File: config.mk
export PLATFORM = sky130hd
export DESIGN_NAME = mean_centered_contrast_gain_flat
export DESIGN_NICKNAME = d
export VERILOG_FILES = /design/src/sv/mcg_pkg.sv /design/src/sv/mcg_pixel_if.sv /design/src/sv/mcg_result_if.sv /design/src/sv/mcg_cfg_if.sv /design/src/sv/mean_centered_contrast_gain.sv /design/src/flat_wrapper.sv
export SDC_FILE = /design/constraint.sdc
export NUM_CORES = 1
export LEC_CHECK = 0
export BUFFER_PORTS_ARGS = -buffer_cell sky130_fd_sc_hd__buf_2
export CAP_MARGIN = 20
export CORE_MARGIN = 3
export CORE_UTILIZATION = 65
export DETAILED_ROUTE_END_ITERATION = 7
export PLACE_DENSITY = 0.79
export SETUP_SLACK_MARGIN = 0.3
export SLEW_MARGIN = 20
export SYNTH_ARGS = -nofsm -noshare
export SYNTH_HDL_FRONTEND = slang
export SYNTH_SLANG_ARGS = --single-unit
File: constraint.sdc
create_clock -name clk -period 9.1 [get_ports clk]
set_input_delay 0.91 -clock clk [delete_from_list [all_inputs] [get_ports clk]]
set_output_delay 0.91 -clock clk [all_outputs]
set_load 0.05 [all_outputs]
File: src/sv/mcg_pkg.sv
// ----------------------------------------------------------------------------
// mcg_pkg: shared constants and types for the mean-centered contrast gain
// Widths, operation codes and arithmetic constants used by the channel
// interfaces and the core.
// ----------------------------------------------------------------------------
package mcg_pkg;

	// Frame size limit and the widths that follow from it.
	localparam int MAX_PIXELS_LOG2 = 24;
	localparam int PIX_W           = 8;
	localparam int CNT_W           = MAX_PIXELS_LOG2 + 1;
	localparam int SUM_W           = MAX_PIXELS_LOG2 + PIX_W;
	localparam int PIXEL_LIMIT     = 1 << MAX_PIXELS_LOG2;

	// Contrast register and gain arithmetic.
	localparam int CONTRAST_W = 11;
	localparam int GAIN_W     = CONTRAST_W + 1;
	localparam int DIFF_W     = PIX_W + 1;
	localparam int PROD_W     = DIFF_W + GAIN_W;
	localparam int TOTAL_W    = PROD_W + 1;
	localparam int GAIN_BASE  = 100;

	// Scaled totals below SAT_TOTAL fit LOW_W bits; division by 100 is done
	// as a multiply by RECIP_100 and a right shift by RECIP_SHIFT.
	localparam int SAT_TOTAL   = 25600;
	localparam int LOW_W       = 15;
	localparam int RECIP_100   = 5243;
	localparam int RECIP_W     = 28;
	localparam int RECIP_SHIFT = 19;
	localparam int PIX_MAX     = 255;

	// Mean divider: one quotient bit per step.
	localparam int DIV_STEPS = PIX_W;
	localparam int DIV_IDX_W = $clog2(DIV_STEPS);

	// Operation codes.
	localparam logic OP_MEASURE = 1'b0;
	localparam logic OP_MAP     = 1'b1;

	// Accumulator record held in the state memory.
	typedef struct packed {
		logic [SUM_W-1:0] sum;
		logic [CNT_W-1:0] count;
	} acc_t;

endpackage

File: src/sv/mcg_pixel_if.sv
// ----------------------------------------------------------------------------
// mcg_pixel_if: input pixel channel
// Carries one operation code and one grey pixel per request.
// ----------------------------------------------------------------------------
interface mcg_pixel_if;

	logic                     valid;
	logic                     ready;
	logic                     operation;
	logic [mcg_pkg::PIX_W-1:0] pixel;

	modport source (output valid, output operation, output pixel, input ready);
	modport sink   (input valid, input operation, input pixel, output ready);

endinterface

File: src/sv/mcg_result_if.sv
// ----------------------------------------------------------------------------
// mcg_result_if: mapped pixel channel
// Carries one contrast-adjusted pixel per request.
// ----------------------------------------------------------------------------
interface mcg_result_if;

	logic                     valid;
	logic                     ready;
	logic [mcg_pkg::PIX_W-1:0] mapped_pixel;

	modport source (output valid, output mapped_pixel, input ready);
	modport sink   (input valid, input mapped_pixel, output ready);

endinterface

File: src/sv/mcg_cfg_if.sv
// ----------------------------------------------------------------------------
// mcg_cfg_if: configuration write channel
// Carries the signed contrast percentage register value.
// ----------------------------------------------------------------------------
interface mcg_cfg_if;

	logic                          valid;
	logic                          ready;
	logic [mcg_pkg::CONTRAST_W-1:0] contrast_percent;

	modport source (output valid, output contrast_percent, input ready);
	modport sink   (input valid, input contrast_percent, output ready);

endinterface

File: src/sv/mean_centered_contrast_gain.sv
// Measure request: the read-modify-write step runs, then the next request can be taken.
// Map request: read-modify-write, map, sum, reciprocal and emit steps, then the next request;
// emit stalls until the output register is free. A pass's first map also runs the bit-serial mean divider.
// The single accumulator memory entry is read at acceptance and, for a measure, written back in the next cycle.
// Reset clears phase, mean, contrast and the accumulator valid bit; no clearing pass is run.
// ----------------------------------------------------------------------------
// mean_centered_contrast_gain: linear contrast stretch about the frame mean
// Measure requests accumulate pixel sum and count in a one-entry state
// memory; map requests scale each pixel's distance from the mean by
// (100 + contrast_percent) / 100 and clamp the result to 0..255.
// ----------------------------------------------------------------------------
module mean_centered_contrast_gain (
	input  logic         clk,
	input  logic         arst_n,
	mcg_pixel_if.sink    pixels,
	mcg_result_if.source results,
	mcg_cfg_if.sink      cfg
);

	typedef enum logic [2:0] {
		S_IDLE,
		S_RMW,
		S_DIV,
		S_MAP,
		S_SUM,
		S_RECIP,
		S_EMIT
	} state_t;

	state_t state_q;

	// Control and architectural state.
	logic                                 phase_q;
	logic                                 acc_valid_q;
	logic [mcg_pkg::PIX_W-1:0]            mean_q;
	logic [mcg_pkg::CONTRAST_W-1:0]       contrast_q;
	logic [mcg_pkg::DIV_IDX_W-1:0]        div_idx_q;
	logic                                 out_valid_q;
	logic [mcg_pkg::PIX_W-1:0]            out_data_q;

	// Datapath registers.
	logic                                 op_q;
	logic [mcg_pkg::PIX_W-1:0]            pix_q;
	mcg_pkg::acc_t                        rd_q;
	logic [mcg_pkg::SUM_W-1:0]            rem_q;
	logic [mcg_pkg::CNT_W-1:0]            cnt_q;
	logic [mcg_pkg::PIX_W-1:0]            quo_q;
	logic signed [mcg_pkg::PROD_W-1:0]    prod_s1;
	logic signed [mcg_pkg::TOTAL_W-1:0]   total_s2;
	logic                                 neg_s3;
	logic                                 sat_s3;
	logic [mcg_pkg::RECIP_W-1:0]          recip_s3;

	// One-entry accumulator memory.
	mcg_pkg::acc_t                        acc_mem [1];

	logic                                 in_take;
	logic                                 mem_we;
	mcg_pkg::acc_t                        acc_base;
	mcg_pkg::acc_t                        acc_next;
	logic [mcg_pkg::SUM_W-1:0]            trial;
	logic                                 take;
	logic [mcg_pkg::SUM_W-1:0]            rem_next;
	logic [mcg_pkg::PIX_W-1:0]            quo_next;
	logic signed [mcg_pkg::DIFF_W-1:0]    diff;
	logic signed [mcg_pkg::GAIN_W-1:0]    gain;
	logic [mcg_pkg::LOW_W-1:0]            mean100;
	logic [mcg_pkg::PIX_W-1:0]            map_value;

	// Handshakes.
	assign pixels.ready         = (state_q == S_IDLE);
	assign in_take              = pixels.valid && pixels.ready;
	assign cfg.ready            = 1'b1;
	assign results.valid        = out_valid_q;
	assign results.mapped_pixel = out_data_q;

	// Accumulator update; a measure after a map pass restarts from zero.
	always_comb begin
		acc_base = (phase_q || !acc_valid_q) ? '0 : rd_q;
		acc_next = acc_base;
		if (acc_base.count < mcg_pkg::CNT_W'(mcg_pkg::PIXEL_LIMIT)) begin
			acc_next.sum   = acc_base.sum + mcg_pkg::SUM_W'(pix_q);
			acc_next.count = acc_base.count + mcg_pkg::CNT_W'(1);
		end
	end

	assign mem_we = (state_q == S_RMW) && (op_q == mcg_pkg::OP_MEASURE);

	// Restoring divider step, one quotient bit from the top down.
	assign trial    = mcg_pkg::SUM_W'(cnt_q) << div_idx_q;
	assign take     = (rem_q >= trial);
	assign rem_next = take ? (rem_q - trial) : rem_q;
	assign quo_next = {quo_q[mcg_pkg::PIX_W-2:0], take};

	// Gain arithmetic operands.
	assign diff      = signed'({1'b0, pix_q}) - signed'({1'b0, mean_q});
	assign gain      = mcg_pkg::GAIN_W'(mcg_pkg::GAIN_BASE) +
		signed'({contrast_q[mcg_pkg::CONTRAST_W-1], contrast_q});
	assign mean100   = mcg_pkg::LOW_W'(mean_q) * mcg_pkg::LOW_W'(mcg_pkg::GAIN_BASE);
	assign map_value = neg_s3 ? '0 :
		sat_s3 ? mcg_pkg::PIX_W'(mcg_pkg::PIX_MAX) :
		recip_s3[mcg_pkg::RECIP_SHIFT +: mcg_pkg::PIX_W];

	// State memory: registered read at acceptance, write-back in the following cycle for a measure.
	always_ff @(posedge clk) begin
		if (mem_we) begin
			acc_mem[0] <= acc_next;
		end
		if (in_take) begin
			rd_q <= acc_mem[0];
		end
	end

	// Datapath registers.
	always_ff @(posedge clk) begin
		if (in_take) begin
			op_q  <= pixels.operation;
			pix_q <= pixels.pixel;
		end
		unique case (state_q)
			S_RMW: begin
				rem_q <= acc_base.sum;
				cnt_q <= acc_base.count;
				quo_q <= '0;
			end
			S_DIV: begin
				rem_q <= rem_next;
				quo_q <= quo_next;
			end
			S_MAP: begin
				prod_s1 <= mcg_pkg::PROD_W'(diff) * mcg_pkg::PROD_W'(gain);
			end
			S_SUM: begin
				total_s2 <= mcg_pkg::TOTAL_W'(prod_s1) +
					signed'(mcg_pkg::TOTAL_W'(mean100));
			end
			S_RECIP: begin
				neg_s3   <= total_s2[mcg_pkg::TOTAL_W-1];
				sat_s3   <= (total_s2 >= mcg_pkg::TOTAL_W'(mcg_pkg::SAT_TOTAL));
				recip_s3 <= mcg_pkg::RECIP_W'(total_s2[mcg_pkg::LOW_W-1:0]) *
					mcg_pkg::RECIP_W'(mcg_pkg::RECIP_100);
			end
			default: begin
			end
		endcase
	end

	// Sequencer with phase, mean, config and the output register.
	always_ff @(posedge clk or negedge arst_n) begin
		if (!arst_n) begin
			state_q     <= S_IDLE;
			phase_q     <= 1'b0;
			acc_valid_q <= 1'b0;
			mean_q      <= '0;
			contrast_q  <= '0;
			div_idx_q   <= '0;
			out_valid_q <= 1'b0;
			out_data_q  <= '0;
		end else begin
			if (cfg.valid && cfg.ready) begin
				contrast_q <= cfg.contrast_percent;
			end
			// The output register frees once taken; the emit step refills it.
			if (results.ready && (state_q != S_EMIT)) begin
				out_valid_q <= 1'b0;
			end
			unique case (state_q)
				S_IDLE: begin
					if (in_take) begin
						state_q <= S_RMW;
					end
				end
				S_RMW: begin
					if (op_q == mcg_pkg::OP_MEASURE) begin
						acc_valid_q <= 1'b1;
						phase_q     <= 1'b0;
						state_q     <= S_IDLE;
					end else if (phase_q) begin
						state_q <= S_MAP;
					end else begin
						// First map of a pass latches the mean.
						phase_q <= 1'b1;
						if (acc_base.count == '0) begin
							mean_q  <= '0;
							state_q <= S_MAP;
						end else begin
							div_idx_q <= mcg_pkg::DIV_IDX_W'(mcg_pkg::DIV_STEPS - 1);
							state_q   <= S_DIV;
						end
					end
				end
				S_DIV: begin
					if (div_idx_q == '0) begin
						mean_q  <= quo_next;
						state_q <= S_MAP;
					end else begin
						div_idx_q <= div_idx_q - mcg_pkg::DIV_IDX_W'(1);
					end
				end
				S_MAP: begin
					state_q <= S_SUM;
				end
				S_SUM: begin
					state_q <= S_RECIP;
				end
				S_RECIP: begin
					state_q <= S_EMIT;
				end
				S_EMIT: begin
					// Hold the result until the output register is free.
					if (!out_valid_q || results.ready) begin
						out_valid_q <= 1'b1;
						out_data_q  <= map_value;
						state_q     <= S_IDLE;
					end
				end
				default: begin
					state_q <= S_IDLE;
				end
			endcase
		end
	end

	// The stored pixel count never passes the frame limit.
	a_count_limit: assert property (@(posedge clk) disable iff (!arst_n)
		mem_we |-> (acc_next.count <= mcg_pkg::CNT_W'(mcg_pkg::PIXEL_LIMIT)))
		else $error("accumulator count beyond pixel limit");

	// The remainder stays below twice the current trial divisor, so the mean fits 8 bits.
	a_div_range: assert property (@(posedge clk) disable iff (!arst_n)
		(state_q == S_DIV) |-> ({1'b0, rem_q} < ({1'b0, trial} << 1)))
		else $error("divider remainder out of range");

	// The divider only runs for a map request that opened the map phase.
	a_div_entry: assert property (@(posedge clk) disable iff (!arst_n)
		(state_q == S_DIV) |-> (phase_q && (op_q == mcg_pkg::OP_MAP)))
		else $error("divider running outside a map request");

	// A new result only appears after the emit step.
	a_emit_src: assert property (@(posedge clk) disable iff (!arst_n)
		$rose(out_valid_q) |-> $past(state_q == S_EMIT))
		else $error("result raised outside the emit step");

endmodule
File: src/flat_wrapper.sv
// flat-port wrapper written by rule: the top's interface ports become plain ports
module mean_centered_contrast_gain_flat 
  (clk, arst_n, pixels_valid, pixels_operation, pixels_pixel, pixels_ready, results_valid, results_mapped_pixel, results_ready, cfg_valid, cfg_contrast_percent, cfg_ready);
  mcg_pixel_if pixels_i ();
  mcg_result_if results_i ();
  mcg_cfg_if cfg_i ();
  input  logic clk;
  input  logic arst_n;
  input wire logic [$bits(pixels_i.valid)-1:0] pixels_valid;
  input wire logic [$bits(pixels_i.operation)-1:0] pixels_operation;
  input wire logic [$bits(pixels_i.pixel)-1:0] pixels_pixel;
  output wire logic [$bits(pixels_i.ready)-1:0] pixels_ready;
  output wire logic [$bits(results_i.valid)-1:0] results_valid;
  output wire logic [$bits(results_i.mapped_pixel)-1:0] results_mapped_pixel;
  input wire logic [$bits(results_i.ready)-1:0] results_ready;
  input wire logic [$bits(cfg_i.valid)-1:0] cfg_valid;
  input wire logic [$bits(cfg_i.contrast_percent)-1:0] cfg_contrast_percent;
  output wire logic [$bits(cfg_i.ready)-1:0] cfg_ready;
  assign pixels_i.valid = pixels_valid;
  assign pixels_i.operation = pixels_operation;
  assign pixels_i.pixel = pixels_pixel;
  assign pixels_ready = pixels_i.ready;
  assign results_valid = results_i.valid;
  assign results_mapped_pixel = results_i.mapped_pixel;
  assign results_i.ready = results_ready;
  assign cfg_i.valid = cfg_valid;
  assign cfg_i.contrast_percent = cfg_contrast_percent;
  assign cfg_ready = cfg_i.ready;
  mean_centered_contrast_gain u_core (.clk(clk), .arst_n(arst_n), .pixels(pixels_i), .results(results_i), .cfg(cfg_i));
endmodule
[Word-level counts from Yosys, hierarchy flattened]
Memories as Yosys holds them, arrays and structs flattened. A register that Yosys moved wholly into a read port is not among the register bits.
Index checks and enable logic that the tools add are counted.
Storage, ports and cells
  memories: 1
  output and inout bits: 11
  memory bits (writable): 57
  register bits after elaboration: 181
  word-level logic and storage cells: 97
Memory list
  u_core.acc_mem: depth 1, bits a word 57, read ports 1, clocked after memory_dff 1, write ports 1, RTL line mean_centered_contrast_gain.sv:55  | mcg_pkg::acc_t acc_mem [1];
Cells by class
  multiplexer cells: 30
  bitwise operators: 1
  shift-type cells: 1
  add/sub/neg operators: 7
  $mul: 3
  reduce and logical (&&, ||, !) cells: 17
  eq/ne operators: 16
  $lt $le $gt $ge: 3
Operators by type and width (count)
  57-bit 2-to-1 mux: 2
  32-bit case mux with 2 select lines: 1
  8-bit 2-to-1 mux: 6
  32-bit by 8-bit adder with 32-bit output: 1
  32-bit greater-or-equal comparator: 1
  32-bit 2-to-1 mux: 1
  25-bit by 3-bit << shifter with 32-bit output: 1
  32-bit subtractor: 1
  15-bit by 13-bit multiplier with 27-bit output, second input constant: 1
  3-bit 2-to-1 mux: 9
  25-bit by 1-bit adder with 25-bit output, second input constant: 1
  25-bit logical NOT: 1
  25-bit < comparator, second input constant: 1
  21-bit by 16-bit adder with 22-bit output: 1
  22-bit by 16-bit greater-or-equal comparator with 1-bit output, second input constant: 1
  9-bit by 12-bit multiplier with 21-bit output: 1
  3-bit case mux with 7 select lines: 1
  8-bit case mux with 2 select lines: 1
  7-bit case mux with 2 select lines: 1
  8-bit by 5-bit multiplier with 13-bit output, second input constant: 1
  8-bit by 11-bit adder with 12-bit output, first input constant: 1
  2-bit != test, second input constant: 5
  5-bit AND reduction: 2
  3-bit == test, second input constant: 3
  other kinds (16): 33

[Logic depth before layout (Yosys ltp)]
Gate-level depths: netlist of run 1.
  depth in word-level cells: 8
  gate-level depth with buffers: 30

[Worst setup path before layout of run 1]
OpenSTA, ideal clock, no wires.
  path kind: flip-flop to flip-flop
  from: reg u_core.mean_q[2] (netlist bit)
  to: reg u_core.prod_s1[17] (netlist bit), data pin
  buffers on the path: 1
  slack: 2.372 ns
  data required time: 8.834 ns
  stages on the path, launching flop included: 28
  setup time: 0.266 ns
  arrival: 6.462 ns
  path through: dfrtp_1 > inv_1 > ha_1 > nor2b_1 > o21ai_0 > nand2b_1 > a21o_1 > a21o_1 > a21o_1 > a21o_1 > clkbuf_1 > nand2b_1 > fa_1 > fa_1 > inv_1 > fa_1 > fa_1 > inv_1 > fa_1 > inv_1 > ha_1 > a21oi_1 > o21bai_1 > a21oi_1 > o21bai_1 > a41o_1 > o41ai_1 > xnor2_1
Between the ends
  word-level cells in the longest chain between the ends: 2
Ends and longest elaborated chain
  start: declaration: RTL line mean_centered_contrast_gain.sv:35  | logic [mcg_pkg::PIX_W-1:0] mean_q;
  start signal: assignment: RTL line mean_centered_contrast_gain.sv:194  | mean_q <= quo_next;
  8-bit by 8-bit subtractor with 9-bit output: RTL line mean_centered_contrast_gain.sv:96  | assign diff = signed'({1'b0, pix_q}) - signed'({1'b0, mean_q});
  9-bit by 12-bit multiplier with 21-bit output: RTL line mean_centered_contrast_gain.sv:131  | prod_s1 <= mcg_pkg::PROD_W'(diff) * mcg_pkg::PROD_W'(gain);
  end signal: assignment: RTL line mean_centered_contrast_gain.sv:131
  end: declaration: RTL line mean_centered_contrast_gain.sv:48  | logic signed [mcg_pkg::PROD_W-1:0] prod_s1;
Every way passes these cells.
A chain may end at the register's enable or synchronous reset.

[Worst setup path after layout of run 1]
  from: reg u_core.mean_q[1] (netlist bit)
  to: reg u_core.prod_s1[17] (netlist bit), data pin
The elaborated chain is that of the path after synthesis.

==> results of run 1 <==
[per-stage QoR]
step | util [%] | hold WS (ns) | cell area, um2
2_1_floorplan | - | 0.400 | 22400
3_3_place_gp | 68.2 | 0.400 | 23000
3_5_place_dp | 68.2 | 0.405 | 23000
4_1_cts | 71.1 | 0.414 | 24000
5_1_grt | 71.1 | 0.422 | 24000
6_report | 71.1 | 0.417 | 24000
[registers in the layout, indices dropped and copies added (netlist names), 11 cells and up]
signal	cells
u_core.acc_mem	57
u_core.contrast_q	11
u_core.prod_s1	21
u_core.rd_q	57
u_core.cnt_q	25
u_core.rem_q	32
u_core.total_s2	22
[worst max-delay path by stage]
stage                           startpoint                  to  slack [ns]  cells past startpoint
after floorplan           u_core.mean_q[2]  u_core.prod_s1[17]        2.37                     27
after global placement    u_core.mean_q[1]  u_core.prod_s1[17]        1.68                     27
after detailed placement  u_core.mean_q[1]  u_core.prod_s1[19]        1.41                     28
after CTS                 u_core.mean_q[1]  u_core.prod_s1[17]        1.35                     27
after global routing      u_core.mean_q[1]  u_core.prod_s1[17]        0.85                     27
final                     u_core.mean_q[1]  u_core.prod_s1[17]        1.35                     27
[logic make-up (layout without fill, tap and decap cells)]
kind of cell / Yosys count / count (layout)
other cells: 1 / 2
fa+ha+maj: 412 / 412
flops: 276 / 276
compound gates: 315 / 315
mux: 56 / 56
buf+inv: 342 / 377
simple gates: 537 / 537
xor+xnor: 136 / 136
[routing by layer]
metal,vias up,track usage [%],part of all wire (%)
met2,514,40.2,45
met3,67,4.25,7.3
met4,0,6.18,2.1
met5,-,0,0
met1,7469,39.1,46
li1,7190,-,-
[critical path, stage by stage (launching register included)]
cell and delay [ns]:
dfrtp_1 0.49, inv_1 0.13, ha_1 0.31, nor2b_1 0.14, o21ai_0 0.14, nand2b_1 0.11, a21o_1 0.19, a21o_1 0.20
a21o_1 0.17, a21oi_1 0.16, xor2_1 0.75, or2_2 0.25, fa_1 0.44, fa_1 0.55, inv_1 0.05, fa_1 0.50
fa_1 0.54, inv_1 0.05, fa_1 0.49, inv_1 0.05, ha_1 0.34, a21oi_1 0.25, o21bai_1 0.10, a21oi_1 0.23
o21bai_1 0.12, a41o_1 0.28, o41ai_1 0.35, xnor2_1 0.11
[cells in the final DEF, fill, tap and decap left out, drive strengths merged, types with 47 or more instances in the layout]
master  netlist  final
a21oi        87     87
buf          10     47
edfxtp      240    240
fa          167    167
ha          245    245
inv         277    279
nand2       112    112
nand3        66     66
nor2        161    161
o21ai        79     79
xnor2        93     93
[area by class of cell]
cell class	count	area [um2]	area share [%]
diodes	1	2.50	0.0104
inverters	279	1050	4.36
well taps	448	561	2.33
multi-input cells	1457	13100	54.4
repair buffers	47	268	1.11
clock buffers	31	733	3.05
clock inverters	20	240	1.00
flip-flops and latches	276	8110	33.7
==> impl_metrics.xml, run 1 <==
<?xml version="1.0" encoding="UTF-8"?>
<metrics>
  <group name="hold_path">
    <metric name="timing.hold.worst_path_depth" unit="">0</metric>
    <metric name="worst_hold_path.endpoint" unit="">u_core.rd_q[34]</metric>
    <metric name="hold_path_startpoint" unit="">u_core.acc_mem[0][34]</metric>
    <metric name="timing.hold.worst.class" unit="">reg2reg</metric>
  </group>
  <group name="floorplan">
    <metric name="floorplan.die.width" unit="um">192</metric>
    <metric name="initial_utilization" unit="%">66.4</metric>
    <metric name="core-area" unit="mm2">0.0338</metric>
    <metric name="die-height" unit="um">192</metric>
    <metric name="design.die.area" unit="mm2">0.0368</metric>
    <metric name="i_o_pin_count" unit="">36</metric>
    <metric name="placementRows" unit="">67</metric>
  </group>
  <group name="clock_tree">
    <metric name="tritoncts" unit="">built</metric>
    <metric name="clock_path_buffers" unit="">3</metric>
    <metric name="clock_insertion_delay_worst_skew" unit="ns">0.55</metric>
    <metric name="ctsRootBufferMaster" unit="">clkbuf_16</metric>
    <metric name="cts_hold_repair.buffers" unit="">0</metric>
    <metric name="cts_post_setup_buffers_inserted" unit="">0</metric>
    <metric name="cts_bufs_inserted" unit="">29</metric>
    <metric name="cts_htree_levels" unit="">1</metric>
    <metric name="clkSlewWorstSetupHoldPaths" unit="ns">0.06</metric>
    <metric name="cts.repair.resized" unit="">0</metric>
    <metric name="numClockSinks" unit="">276</metric>
  </group>
  <group name="grt">
    <metric name="groute.usage.overall" unit="%">26.0</metric>
    <metric name="grt_max_degree" unit="">67</metric>
    <metric name="vias_in_the_first_global_route" unit="">15412</metric>
    <metric name="antenna_violations_before_repair" unit="">0</metric>
    <metric name="global_route.overflow_total" unit="">0</metric>
    <metric name="wire_length_of_the_first_global_routing_pass" unit="um">77100</metric>
  </group>
  <group name="run_status">
    <metric name="status" unit="">finished clean</metric>
  </group>
  <group name="placed_design">
    <metric name="dp_slack" unit="ns">1.41</metric>
    <metric name="place_congestion" unit="">0.923</metric>
    <metric name="placed_cells_incl_taps" unit="">2507</metric>
    <metric name="io_buffer_count" unit="">34</metric>
    <metric name="dp_hpwl" unit="um">35500</metric>
  </group>
  <group name="detailed_routing">
    <metric name="dr.first_iter.drc_count" unit="">1218</metric>
    <metric name="route.vias.total" unit="">15240</metric>
    <metric name="antenna_violating_nets_post_route" unit="">0</metric>
    <metric name="routed_via_density" unit="">5.96</metric>
    <metric name="drt_pass1_iterations" unit="">5</metric>
    <metric name="total_wirelength" unit="um">46100</metric>
    <metric name="routedWlPerCell" unit="um">18.0</metric>
    <metric name="post-route-drc-count" unit="">0</metric>
  </group>
  <group name="sta">
    <metric name="slew_headroom" unit="%">33.7</metric>
    <metric name="layout_worst_path_cycle_share" unit="%">85.2</metric>
    <metric name="tns" unit="ns">0</metric>
    <metric name="final-setup-viol-count" unit="">0</metric>
    <metric name="timing_worst_slew_pin_value" unit="ns">0.994</metric>
    <metric name="fmaxAchievable" unit="MHz">129</metric>
    <metric name="setup_ws" unit="ns">1.35</metric>
    <metric name="final.setup_skew" unit="ns">0.0137</metric>
    <metric name="rsz0062_at_grt" unit="">no</metric>
    <metric name="timing.final.crit_period" unit="ns">7.75</metric>
    <metric name="finalMaxSlewViolations" unit="">0</metric>
    <metric name="finalHoldViolations" unit="">0</metric>
  </group>
  <group name="logic_synthesis">
    <metric name="yosys.area_share.xor_xnor" unit="%">5.31</metric>
    <metric name="synthesis.area" unit="mm2">0.0224</metric>
    <metric name="ys.flop_type" unit="">edfxtp_1</metric>
    <metric name="async_flop_share" unit="%">13.0</metric>
    <metric name="synth_edf_count" unit="">240</metric>
    <metric name="synthTopCellsByCount" unit="">inv_1 (275), ha_1 (245), edfxtp_1 (240)</metric>
    <metric name="synth_simple_gate_area_share" unit="%">11.6</metric>
    <metric name="synth_warnings" unit="">0</metric>
    <metric name="netlist_top_cells_area" unit="">edfxtp_1 (32%), fa_1 (15%), ha_1 (14%)</metric>
    <metric name="yosysUniqueCellTypes" unit="">75</metric>
    <metric name="combinational_family_with_the_most_area_after_synthesis" unit="">adder cells</metric>
    <metric name="ys_seq_area_share" unit="%">36.1</metric>
    <metric name="post_synthesis_share_of_cell_area_spent_on_full_adders_half_adders_and_majority_gates" unit="%">28.6</metric>
    <metric name="synth_top_cell_area_share" unit="%">32.1</metric>
    <metric name="postSynthNetCount" unit="">2512</metric>
    <metric name="yosys_top_cell_by_area" unit="">edfxtp_1</metric>
    <metric name="average_size_of_a_mapped_cell" unit="um2">10.8</metric>
    <metric name="yosysMostFrequentCell" unit="">inv_1</metric>
    <metric name="synth-seq-cells" unit="">276</metric>
    <metric name="synthCells" unit="">2075</metric>
    <metric name="synth_compound_area_share" unit="%">9.16</metric>
    <metric name="synth.mux.area_fraction" unit="%">3.44</metric>
  </group>
  <group name="setup_path">
    <metric name="cp-start-kind" unit="">flip-flop</metric>
    <metric name="worst-r2r-cell-count" unit="">27</metric>
    <metric name="critPathKind" unit="">reg2reg</metric>
    <metric name="critical_path_required" unit="ns">9.38</metric>
    <metric name="timing.rr.end" unit="">u_core.prod_s1[17]</metric>
    <metric name="worstPathArrival" unit="ns">8.03</metric>
    <metric name="worstSetupEndpointType" unit="">flip-flop</metric>
    <metric name="launching_point_of_the_worst_reg2reg_path" unit="">u_core.mean_q[1]</metric>
    <metric name="crit_fanout" unit="">12</metric>
    <metric name="worst-r2r-setup-slack" unit="ns">1.35</metric>
  </group>
  <group name="layout">
    <metric name="layout-drive-gt1-share" unit="%">7.49</metric>
    <metric name="fill_count" unit="">2415</metric>
    <metric name="layout-area-overhead-vs-synth" unit="%">7.09</metric>
    <metric name="finalNonFillerCells" unit="">2559</metric>
    <metric name="layout.nets" unit="">2527</metric>
  </group>
  <group name="run">
    <metric name="cap_violations" unit="">0</metric>
  </group>
</metrics>
Power of run 1 is left out: the tool's default activity adds up to more than one toggle a clock period on the data nets, which glitch-free logic cannot reach.
==> run 2, diff against run 1 <==
--- a/config.mk
+++ b/config.mk
@@ -10,7 +10,7 @@
 export CORE_MARGIN = 3
 export CORE_UTILIZATION = 65
 export DETAILED_ROUTE_END_ITERATION = 7
-export PLACE_DENSITY = 0.79
+export PLACE_DENSITY = 0.82
 export SETUP_SLACK_MARGIN = 0.3
 export SLEW_MARGIN = 20
 export SYNTH_ARGS = -nofsm -noshare
==> impl_metrics.xml, run 2 (synthesis gave the netlist of run 1 again) <==
<?xml version="1.0" encoding="UTF-8"?>
<metrics>
  <group name="run_status">
    <metric name="status" unit="">finished clean</metric>
  </group>
  <group name="sta">
    <metric name="rsz0062_at_grt" unit="">no</metric>
    <metric name="final.setup_skew" unit="ns">0.0299</metric>
    <metric name="tns" unit="ns">0</metric>
    <metric name="timing_worst_slew_pin_value" unit="ns">1.20</metric>
    <metric name="slew_headroom" unit="%">19.2</metric>
    <metric name="finalHoldViolations" unit="">0</metric>
    <metric name="layout_worst_path_cycle_share" unit="%">85.7</metric>
    <metric name="finalMaxSlewViolations" unit="">0</metric>
    <metric name="fmaxAchievable" unit="MHz">128</metric>
    <metric name="timing.final.crit_period" unit="ns">7.80</metric>
    <metric name="final-setup-viol-count" unit="">0</metric>
  </group>
  <group name="detailed_routing">
    <metric name="routed_via_density" unit="">6.12</metric>
    <metric name="post-route-drc-count" unit="">0</metric>
    <metric name="drt_pass1_iterations" unit="">6</metric>
    <metric name="route.vias.total" unit="">15695</metric>
    <metric name="routedWlPerCell" unit="um">19.3</metric>
    <metric name="total_wirelength" unit="um">49500</metric>
    <metric name="antenna_violating_nets_post_route" unit="">0</metric>
    <metric name="dr.first_iter.drc_count" unit="">1490</metric>
  </group>
  <group name="layout">
    <metric name="num_antenna_cells" unit="">0</metric>
    <metric name="layout-drive-gt1-share" unit="%">7.80</metric>
    <metric name="most-common-layout-cells" unit="">inv_1 (275), ha_1 (245), edfxtp_1 (240), fa_1 (167), nor2_1 (159)</metric>
    <metric name="most_common_cell_after_layout_fill_and_taps_aside" unit="">inv_1</metric>
    <metric name="layout.nets" unit="">2529</metric>
    <metric name="layout-area-overhead-vs-synth" unit="%">7.44</metric>
    <metric name="largest_registers" unit="">u_core.acc_mem: 57 flops, u_core.rd_q: 57 flops, u_core.rem_q: 32 flops</metric>
    <metric name="fill_count" unit="">2353</metric>
  </group>
  <group name="setup_path">
    <metric name="critPathKind" unit="">reg2reg</metric>
    <metric name="timing.critical_path.slowest_stage_cell" unit="">xor2_1</metric>
    <metric name="critical_path_required" unit="ns">9.41</metric>
    <metric name="worstPathArrival" unit="ns">8.11</metric>
    <metric name="cp_common_cell" unit="">fa_1</metric>
    <metric name="crit_fanout" unit="">12</metric>
    <metric name="cpLargestDelayFamily" unit="">adder cells</metric>
    <metric name="worstSetupEndpointType" unit="">flip-flop</metric>
    <metric name="worstPathBufferInverterCount" unit="">4</metric>
    <metric name="timing.critical_path.slowest_cell_delay" unit="ns">0.81</metric>
    <metric name="cp-start-kind" unit="">flip-flop</metric>
  </group>
  <group name="run">
    <metric name="cap_violations" unit="">0</metric>
  </group>
  <group name="grt">
    <metric name="wire_length_of_the_first_global_routing_pass" unit="um">81500</metric>
    <metric name="antenna_violations_before_repair" unit="">0</metric>
    <metric name="groute.usage.overall" unit="%">27.6</metric>
    <metric name="grt_max_degree" unit="">67</metric>
    <metric name="global_route.overflow_total" unit="">0</metric>
    <metric name="vias_in_the_first_global_route" unit="">15908</metric>
  </group>
  <group name="floorplan">
    <metric name="initial_utilization" unit="%">66.4</metric>
    <metric name="die-height" unit="um">192</metric>
    <metric name="i_o_pin_count" unit="">36</metric>
    <metric name="floorplan.die.width" unit="um">192</metric>
    <metric name="placementRows" unit="">67</metric>
    <metric name="core-area" unit="mm2">0.0338</metric>
    <metric name="design.die.area" unit="mm2">0.0368</metric>
  </group>
  <group name="hold_path">
    <metric name="timing.hold.worst.class" unit="">reg2reg</metric>
  </group>
  <group name="clock_tree">
    <metric name="ctsRootBufferMaster" unit="">clkbuf_16</metric>
    <metric name="numClockSinks" unit="">276</metric>
    <metric name="cts.repair.resized" unit="">0</metric>
    <metric name="cts_hold_repair.buffers" unit="">0</metric>
    <metric name="clkSlewWorstSetupHoldPaths" unit="ns">0.06</metric>
    <metric name="clock_path_buffers" unit="">3</metric>
    <metric name="cts_htree_levels" unit="">1</metric>
    <metric name="tritoncts" unit="">built</metric>
    <metric name="clock_insertion_delay_worst_skew" unit="ns">0.59</metric>
    <metric name="cts_bufs_inserted" unit="">30</metric>
    <metric name="cts_post_setup_buffers_inserted" unit="">0</metric>
  </group>
  <group name="placed_design">
    <metric name="place_congestion" unit="">0.939</metric>
    <metric name="io_buffer_count" unit="">34</metric>
    <metric name="dp_hpwl" unit="um">36900</metric>
  </group>
</metrics>
-- run 2: per-layer routing --
metal / part of all wire, % / up-vias / track usage, %
met5: 0 / - / 0
met4: 1.9 / 0 / 5.73
met3: 7.9 / 97 / 3.89
met2: 47 / 683 / 44.7
met1: 44 / 7738 / 40.4
li1: - / 7177 / -
-- run 2: layout make-up --
class	instances	area [um2]	share of cell area [%]
clock buffer	34	766	3.18
tap	448	561	2.33
sequential	276	8110	33.6
timing repair buffer	48	275	1.14
inverter	279	1050	4.34
multi-input combinational	1457	13100	54.2
clock inverter	22	280	1.16
-- run 2: stage by stage --
step,std cells,worst slack (ns),cell area [um2],hold slack [ns],util [%]
final,2564,1.30,24100,0.406,71.4
after global routing,2564,0.860,24100,0.421,71.4
after CTS,2564,1.37,24100,0.397,71.3
after detailed placement,2508,1.39,23100,0.405,68.2
after global placement,2508,1.60,23100,0.400,68.2
after floorplan,2075,2.37,22400,0.400,-
-- run 2: final timing paths --
path | start | endpoint | slack [ns] | depth (start not counted)
max reg2reg | u_core.mean_q[1] | u_core.prod_s1[17] | 1.30 | 27
min reg2reg | u_core.acc_mem[0][28] | u_core.rd_q[28] | 0.41 | 0
min | u_core.acc_mem[0][28] | u_core.rd_q[28] | 0.41 | 0
min in group asynchronous | arst_n | u_core.results.mapped_pixel[0] | 0.44 | 1
max | u_core.mean_q[1] | u_core.prod_s1[17] | 1.30 | 27
max in group asynchronous | arst_n | u_core.contrast_q[2] | 8.05 | 1
Power of run 2 is left out for the same reason.
